[src/rtl/core/grid_wavefront_path_planner_core_defines.svh]
// Assertion helpers shared by the planner RTL.
`ifndef GRID_WAVEFRONT_PATH_PLANNER_CORE_DEFINES_SVH
`define GRID_WAVEFRONT_PATH_PLANNER_CORE_DEFINES_SVH

// Same-cycle implication, disabled while reset is high.
`define GWPP_ASSERT_IMP(name, clk, rst, pre, post) \
   name: assert property (@(posedge clk) disable iff (rst) (pre) |-> (post)) \
      else $error("gwpp: assertion failed");

// Next-cycle implication, disabled while reset is high.
`define GWPP_ASSERT_NXT(name, clk, rst, pre, post) \
   name: assert property (@(posedge clk) disable iff (rst) (pre) |=> (post)) \
      else $error("gwpp: assertion failed");

`endif

[src/rtl/core/gwpp_pkg.sv]
package gwpp_pkg;

   localparam int COST_W   = 22;
   localparam int COORD_W  = 6;
   localparam int MAXC_W   = 21;
   localparam int LIMIT_W  = 12;
   localparam int CSR_IDX_W = 3;
   localparam int CSR_DAT_W = 12;

   localparam logic [COST_W-1:0] COST_NONE = 22'h3FFFFF;
   localparam logic [COST_W-1:0] COST_TOP  = 22'h3FFFFE;

   localparam logic [1:0] REQ_LOAD = 2'd0;
   localparam logic [1:0] REQ_PLAN = 2'd1;
   localparam logic [1:0] REQ_STEP = 2'd2;

   localparam logic [2:0] ST_PLANNED   = 3'd0;
   localparam logic [2:0] ST_UNREACHED = 3'd1;
   localparam logic [2:0] ST_STEP      = 3'd2;
   localparam logic [2:0] ST_AT_GOAL   = 3'd3;
   localparam logic [2:0] ST_STUCK     = 3'd4;
   localparam logic [2:0] ST_NO_PLAN   = 3'd5;

   localparam logic [CSR_IDX_W-1:0] CSR_GOAL_X  = 3'd0;
   localparam logic [CSR_IDX_W-1:0] CSR_GOAL_Y  = 3'd1;
   localparam logic [CSR_IDX_W-1:0] CSR_ROBOT_X = 3'd2;
   localparam logic [CSR_IDX_W-1:0] CSR_ROBOT_Y = 3'd3;
   localparam logic [CSR_IDX_W-1:0] CSR_FREE    = 3'd4;
   localparam logic [CSR_IDX_W-1:0] CSR_REACH   = 3'd5;

   localparam logic [1:0] OFF_MINUS = 2'd0;
   localparam logic [1:0] OFF_ZERO  = 2'd1;
   localparam logic [1:0] OFF_PLUS  = 2'd2;

   // Neighbours are visited in row-major order, the center cell skipped.
   function automatic logic [1:0] nbr_dy(input logic [2:0] k);
      logic [1:0] r;
      if (k < 3'd3) r = OFF_MINUS;
      else if (k < 3'd5) r = OFF_ZERO;
      else r = OFF_PLUS;
      return r;
   endfunction

   function automatic logic [1:0] nbr_dx(input logic [2:0] k);
      logic [1:0] r;
      unique case (k)
         3'd0, 3'd3, 3'd5: r = OFF_MINUS;
         3'd1, 3'd6:       r = OFF_ZERO;
         default:          r = OFF_PLUS;
      endcase
      return r;
   endfunction

endpackage

[src/rtl/core/gwpp_reach.sv]
module gwpp_reach
   import gwpp_pkg::*;
#(
   parameter int CW = 6,
   parameter int CMPW = 6
) (
   input  logic               clock,
   input  logic [CW-1:0]      nx,
   input  logic [CW-1:0]      ny,
   input  logic [CMPW:0]      gsum_x,
   input  logic [CMPW:0]      gsum_y,
   input  logic [LIMIT_W-1:0] limit,
   output logic               in_reach
);

   localparam int DW = CMPW + 3;
   localparam int QW = 2 * DW;
   localparam int SW = QW + 7;

   logic signed [DW-1:0] dx, dy;
   logic signed [QW-1:0] dxe, dye;
   logic [QW-1:0] dx_sq_ff, dy_sq_ff;
   logic [2*LIMIT_W-1:0] lim_sq_ff;
   logic [SW-1:0] lhs;

   assign dx = $signed(DW'({nx, 1'b0})) - $signed(DW'(gsum_x));
   assign dy = $signed(DW'({ny, 1'b0})) - $signed(DW'(gsum_y));
   assign dxe = QW'(dx);
   assign dye = QW'(dy);

   always_ff @(posedge clock) begin
      dx_sq_ff  <= QW'(dxe * dxe);
      dy_sq_ff  <= QW'(dye * dye);
      lim_sq_ff <= (2*LIMIT_W)'(limit * limit);
   end

   // Scaled squared distance to the midpoint against the squared Q4 limit.
   assign lhs = {SW'({1'b0, dx_sq_ff} + {1'b0, dy_sq_ff})} << 6;
   assign in_reach = lhs <= SW'(lim_sq_ff);

endmodule

[config.mk]
export PLATFORM = sky130hd
export DESIGN_NAME = gwpp_reach
export DESIGN_NICKNAME = d
export VERILOG_FILES = /design/src/rtl/core/grid_wavefront_path_planner_core_defines.svh /design/src/rtl/core/gwpp_pkg.sv /design/src/rtl/core/gwpp_reach.sv
export SDC_FILE = /design/constraint.sdc
export NUM_CORES = 1
export LEC_CHECK = 0
export BUFFER_PORTS_ARGS = -buffer_cell sky130_fd_sc_hd__buf_2
export CORE_ASPECT_RATIO = 0.6
export CORE_UTILIZATION = 59
export CTS_BUF_LIST = sky130_fd_sc_hd__clkbuf_8
export CTS_CLUSTER_SIZE = 28
export DETAILED_ROUTE_END_ITERATION = 8
export GPL_TIMING_DRIVEN = 0
export PLACE_DENSITY = 0.77
export SLEW_MARGIN = 5
export SYNTH_ARGS = -nofsm -noshare
export SYNTH_HDL_FRONTEND = slang
export SYNTH_SLANG_ARGS = --single-unit
[constraint.sdc]
create_clock -name clock -period 16 [get_ports clock]
set_input_delay 4.8 -clock clock [delete_from_list [all_inputs] [get_ports clock]]
set_output_delay 4.8 -clock clock [all_outputs]
set_load 0.005 [all_outputs]
==> results_dict.tcl, run 1 <==
set metrics [dict create \
    status "complete, no violations" \
    clock_sinks 53 \
    crit_type "primary input to flip-flop" \
    drt_iter0_drc 424 \
    drive_gt1_share_pct 5.44 \
    ys_top_cells_by_area "fa_1 (32%), ha_1 (19%), inv_1 (10%), dfxtp_1 (10%), xnor2_1 (5.0%)" \
    syn_area_per_cell_um2 8.95 \
    synth_area_um2 10600 \
    fmax_ghz 0.0949 \
    maxCapViolations 0 \
    grt_pass1_wl_um 35300 \
    cts_made_buffers 5 \
    grt_pass1_vias 7539 \
    start_util_pct 61.1 \
    synth-edff-count 0 \
    cts_tree "done" \
    io_buffer_count 39 \
    relSlewSlack_pct 46.2 \
    final_util_pct 64.6 \
    ioPinCount 40 \
    cts_root_buf "clkbuf_8" \
    drt_pre_antenna_iters 5 \
    met1Wirelength_um 10900 \
    rsz0062_at_grt "false" \
    cp-end-kind "flip-flop" \
    dieArea_um2 18500 \
    viasPerCell 5.08 \
    cp-start-kind "primary input" \
    fin_tns_setup_ns 0 \
    antenna_found_initial 0 \
    hpwl_um 17400 \
    coreArea_um2 17400 \
    ant_nets 0 \
    syn-instance-count 1184 \
    cts_resized 0 \
    arrival_ns 10.77 \
    synth_ff_type "dfxtp_1" \
    yosysTopAreaCell "fa_1" \
    num_rows 37 \
    yosysUniqueCellTypes 55 \
    num_antenna_cells 0 \
    crit_fanout 10 \
    htree_levels 2 \
    die_h_um 106 \
    place.gp.congestion 0.866 \
    gr-total-overflow 0 \
    synth_fp_nets 1553 \
    drv_slew 0 \
    clk_pin_slew_ns 0.09 \
    async_flop_share_pct 0 \
    yosysWarnings 0 \
    top_layer "met4" \
    mostFrequentLayoutCells "inv_1 (292), fa_1 (167), ha_1 (163)" \
    met3WireLength_um 1110 \
    setup_viol 0 \
    cts_hold_buf 0 \
    track_usage_pct 23.6 \
    synth_seq_area_share_pct 10.0 \
    syn_to_final_growth_pct 5.74 \
    nets 1599 \
    mostFrequentLayoutCell "inv_1" \
    hold_viol 0 \
    worstMarginPinSlew_ns 0.801 \
    fillCellCount 1476 \
    fin_crit_sh_pct 65.8 \
    clockBufferDepth 2 \
    synth_top_cell_area_share_pct 31.5 \
    grt_max_degree 17 \
    route.detailed.drc 0 \
    hp-class "primary input to flip-flop" \
    drt_wl_total_um 19900 \
    critical_path_required_ns 16.24 \
    vias 7435 \
    wire_per_inst_um 13.6 \
    ys_seq_elements 53 \
    postCtsSetupRepairBufs 0 \
    met2_length_um 7840 \
    period_needed_ns 10.53 \
    die_w_um 175 \
]
final cells by class:
class,instances,area (um^2),share of cell area (%)
Multi-Input combinational cell,815,8350,74.5
Inverter,293,1100,9.81
Sequential cell,53,1060,9.46
Tap cell,234,293,2.61
Timing Repair Buffer,39,195,1.74
Buffer,23,87.6,0.781
Clock buffer,6,82.6,0.737
Clock inverter,2,37.5,0.335
cells by family (layout without fill, tap and decap cells):
family / Yosys count / in the layout / share of synthesized area, %
AO/OA/AOI/OAI: 142 / 142 / 8.84
XOR/XNOR: 80 / 80 / 6.61
adder cells (fa/ha/maj): 330 / 330 / 50.8
buffers and inverters: 316 / 363 / 11.2
flip-flops: 53 / 53 / 10.0
multiplexers: 5 / 5 / 0.507
AND/OR/NAND/NOR: 258 / 258 / 12.1
critical path: stages:
cell      delay (ns)
buf_2           0.17
clkbuf_1        0.44
and2_1          0.30
fa_1            0.44
fa_1            0.55
inv_1           0.05
fa_1            0.54
inv_1           0.06
fa_1            0.52
inv_1           0.05
fa_1            0.54
inv_1           0.04
ha_1            0.37
a21oi_1         0.29
a21boi_0        0.17
o21ai_0         0.40
or4b_1          0.51
a21o_1          0.21
a21oi_2         0.14
xor2_1          0.15
flip-flops by register name (all words and copies together) (netlist names):
signal,cells
dy_sq_ff,15
dx_sq_ff,15
lim_sq_ff,23
cell usage after synthesis (2+ instances only):
cell type / count
a211oi_1: 4
a21boi_0: 6
a21o_1: 24
a21oi_1: 37
a21oi_2: 2
a31o_2: 2
a31oi_1: 5
and2_1: 54
and3_1: 5
clkbuf_1: 21
dfxtp_1: 53
fa_1: 167
ha_1: 163
inv_1: 292
mux2_2: 3
mux2i_1: 2
nand2_1: 51
nand2b_1: 9
nand3_1: 11
nand4_1: 3
nor2_1: 79
nor2b_1: 18
nor3_1: 11
nor4_1: 2
nor4b_1: 2
o211ai_1: 2
o21a_1: 14
o21ai_0: 25
o21ai_1: 3
o21ba_2: 2
o21bai_1: 3
o22ai_1: 2
or2_2: 5
or3_1: 3
xnor2_1: 60
xor2_1: 20
path summary, 6_finish.rpt:
kind,startpoint,endpoint,slack [ns],cells past startpoint
setup / recovery,limit[2],lim_sq_ff[23],5.47,20
hold / removal,gsum_x[0],dx_sq_ff[0],4.68,1
per-stage QoR:
stage	std cells	instance area (um^2)	hold WS [ns]	worst slack (ns)
6_report	1465	11200	4.68	5.47
5_1_grt	1465	11200	4.66	5.11
4_1_cts	1465	11200	4.67	5.52
3_5_place_dp	1457	11100	4.99	5.23
3_3_place_gp	1457	11100	4.98	5.33
2_1_floorplan	1184	10600	4.83	6.02
metal layers:
metal | GRT usage [%] | vias up
li1 | - | 3738
met4 | 0.870 | 0
met5 | 0 | -
met3 | 3.46 | 4
met2 | 34.1 | 146
met1 | 38.5 | 3547
Power of run 1 is left out: the tool's default activity adds up to more than one toggle a clock period on the data nets, which glitch-free logic cannot reach.
==> run 2: changes to the inputs <==
--- a/config.mk
+++ b/config.mk
@@ -12,7 +12,7 @@
 export CTS_CLUSTER_SIZE = 28
 export DETAILED_ROUTE_END_ITERATION = 8
 export GPL_TIMING_DRIVEN = 0
-export PLACE_DENSITY = 0.77
+export PLACE_DENSITY = 0.8
 export SLEW_MARGIN = 5
 export SYNTH_ARGS = -nofsm -noshare
 export SYNTH_HDL_FRONTEND = slang
==> constraint.sdc (replaced) <==
create_clock -name clock -period 9.68 [get_ports clock]
set_input_delay 2.904 -clock clock [delete_from_list [all_inputs] [get_ports clock]]
set_output_delay 2.904 -clock clock [all_outputs]
set_load 0.005 [all_outputs]
==> run 2 against run 1 <==
  * Count of clock-buffer cells in the layout unchanged
  * Cell count is the same
  * Die area stayed put
  * Hold slack lost 1.9 ns
  * Global-route usage increased by 0.37 points
  * Sequential cell count stayed put
  * Sequential share of layout area about the same
  * Wire length is 3.3% higher
  * Design area is 0.21% lower
  * Via count increased by 2.3%
  * Critical path depth stayed put
  * Utilization decreased by 0.14 points
==> results_dict.tcl, run 2 (same netlist as run 1, synthesis figures left out) <==
set metrics [dict create \
    htree_levels 2 \
    place.gp.congestion 0.907 \
    cp-start-kind "primary input" \
    dp_slack_ns 0.870 \
    period_needed_ns 8.54 \
    clockBufferDepth 2 \
    largest_reg_flops 23 \
    dieArea_um2 18500 \
    nets 1599 \
    ioPinCount 40 \
    setup_slack_ns 1.14 \
    antenna_found_initial 0 \
    wire_per_inst_um 14.0 \
    rsz0062_at_grt "false" \
    arrival_ns 8.79 \
    fin_tns_setup_ns 0 \
    track_usage_pct 24.0 \
    ant_nets 0 \
    relSlewSlack_pct 49.1 \
    drive_gt1_share_pct 5.44 \
    coreArea_um2 17400 \
    viasPerCell 5.19 \
    cts_made_buffers 5 \
    cts_tree "done" \
    hold_viol 0 \
    route.detailed.drc 0 \
    final_util_pct 64.4 \
    fmax_ghz 0.117 \
    start_util_pct 61.1 \
    clock_sinks 53 \
    num_antenna_cells 0 \
    vias 7608 \
    largest_registers "lim_sq_ff x23, dx_sq_ff x15, dy_sq_ff x15" \
    syn_to_final_growth_pct 5.51 \
    io_buffer_count 39 \
    cts_resized 0 \
    regMostFlops "lim_sq_ff" \
    cp-end-kind "flip-flop" \
    mostFrequentLayoutCells "inv_1 (292), fa_1 (167), ha_1 (163)" \
    grt_pass1_wl_um 35800 \
    die_w_um 175 \
    fin_hold_ws_ns 2.77 \
    hp-class "primary input to flip-flop" \
    grt_pass1_vias 7673 \
    clk_pin_slew_ns 0.10 \
    postCtsSetupRepairBufs 0 \
    die_h_um 106 \
    cts_hold_buf 0 \
    gr-total-overflow 0 \
    fillCellCount 1446 \
    drv_slew 0 \
    setup_viol 0 \
    crit_fanout 10 \
    fin_crit_sh_pct 88.3 \
    maxCapViolations 0 \
    worstMarginPinSlew_ns 0.759 \
    grt_max_degree 17 \
    critical_path_required_ns 9.93 \
    status "complete, no violations" \
    crit_type "primary input to flip-flop" \
    mostFrequentLayoutCell "inv_1" \
    drt_wl_total_um 20500 \
    drt_pre_antenna_iters 5 \
    num_rows 37 \
    hpwl_um 18200 \
    cts_root_buf "clkbuf_8" \
    drt_iter0_drc 322 \
]
## run 2: area by class of cell
class,count,area (um^2),share of cell area [%]
Buffer,23,87.6,0.783
Clock buffer,6,82.6,0.738
Clock inverter,2,13.8,0.123
Inverter,293,1100,9.83
Multi-Input combinational cell,815,8350,74.7
Sequential cell,53,1060,9.48
Tap cell,234,293,2.62
Timing Repair Buffer,39,195,1.74
## run 2: routing by layer
layer  wire (um)  GRT usage [%]  vias up
met4          82           1.74        0
met3        1390           3.93       11
li1            -              -     3740
met1       10600           37.2     3679
met2        8470           36.2      178
met5           0              0        -
## run 2: metrics by stage
| stage | std cells | cell area, um^2 |
|---|---|---|
| floorplan | 1184 | 10600 |
| global placement | 1457 | 11100 |
| detailed placement | 1457 | 11100 |
| CTS | 1465 | 11200 |
| global route | 1465 | 11200 |
| finish | 1465 | 11200 |
## run 2: worst paths after layout
| kind | from | end | slack [ns] | cells past startpoint |
|---|---|---|---|---|
| max | limit[2] | lim_sq_ff[23] | 1.14 | 20 |
| min | gsum_x[0] | dx_sq_ff[0] | 2.77 | 1 |
## run 2: critical path, stage by stage
cell,delay (ns)
buf_2,0.17
clkbuf_1,0.38
and2_1,0.32
fa_1,0.45
fa_1,0.54
inv_1,0.05
fa_1,0.53
inv_1,0.06
fa_1,0.53
inv_1,0.06
fa_1,0.53
inv_1,0.04
ha_1,0.36
a21oi_1,0.26
a21boi_0,0.20
o21ai_0,0.37
or4b_1,0.50
a21o_1,0.21
a21oi_2,0.16
xor2_1,0.15
Power of run 2 is left out for the same reason.
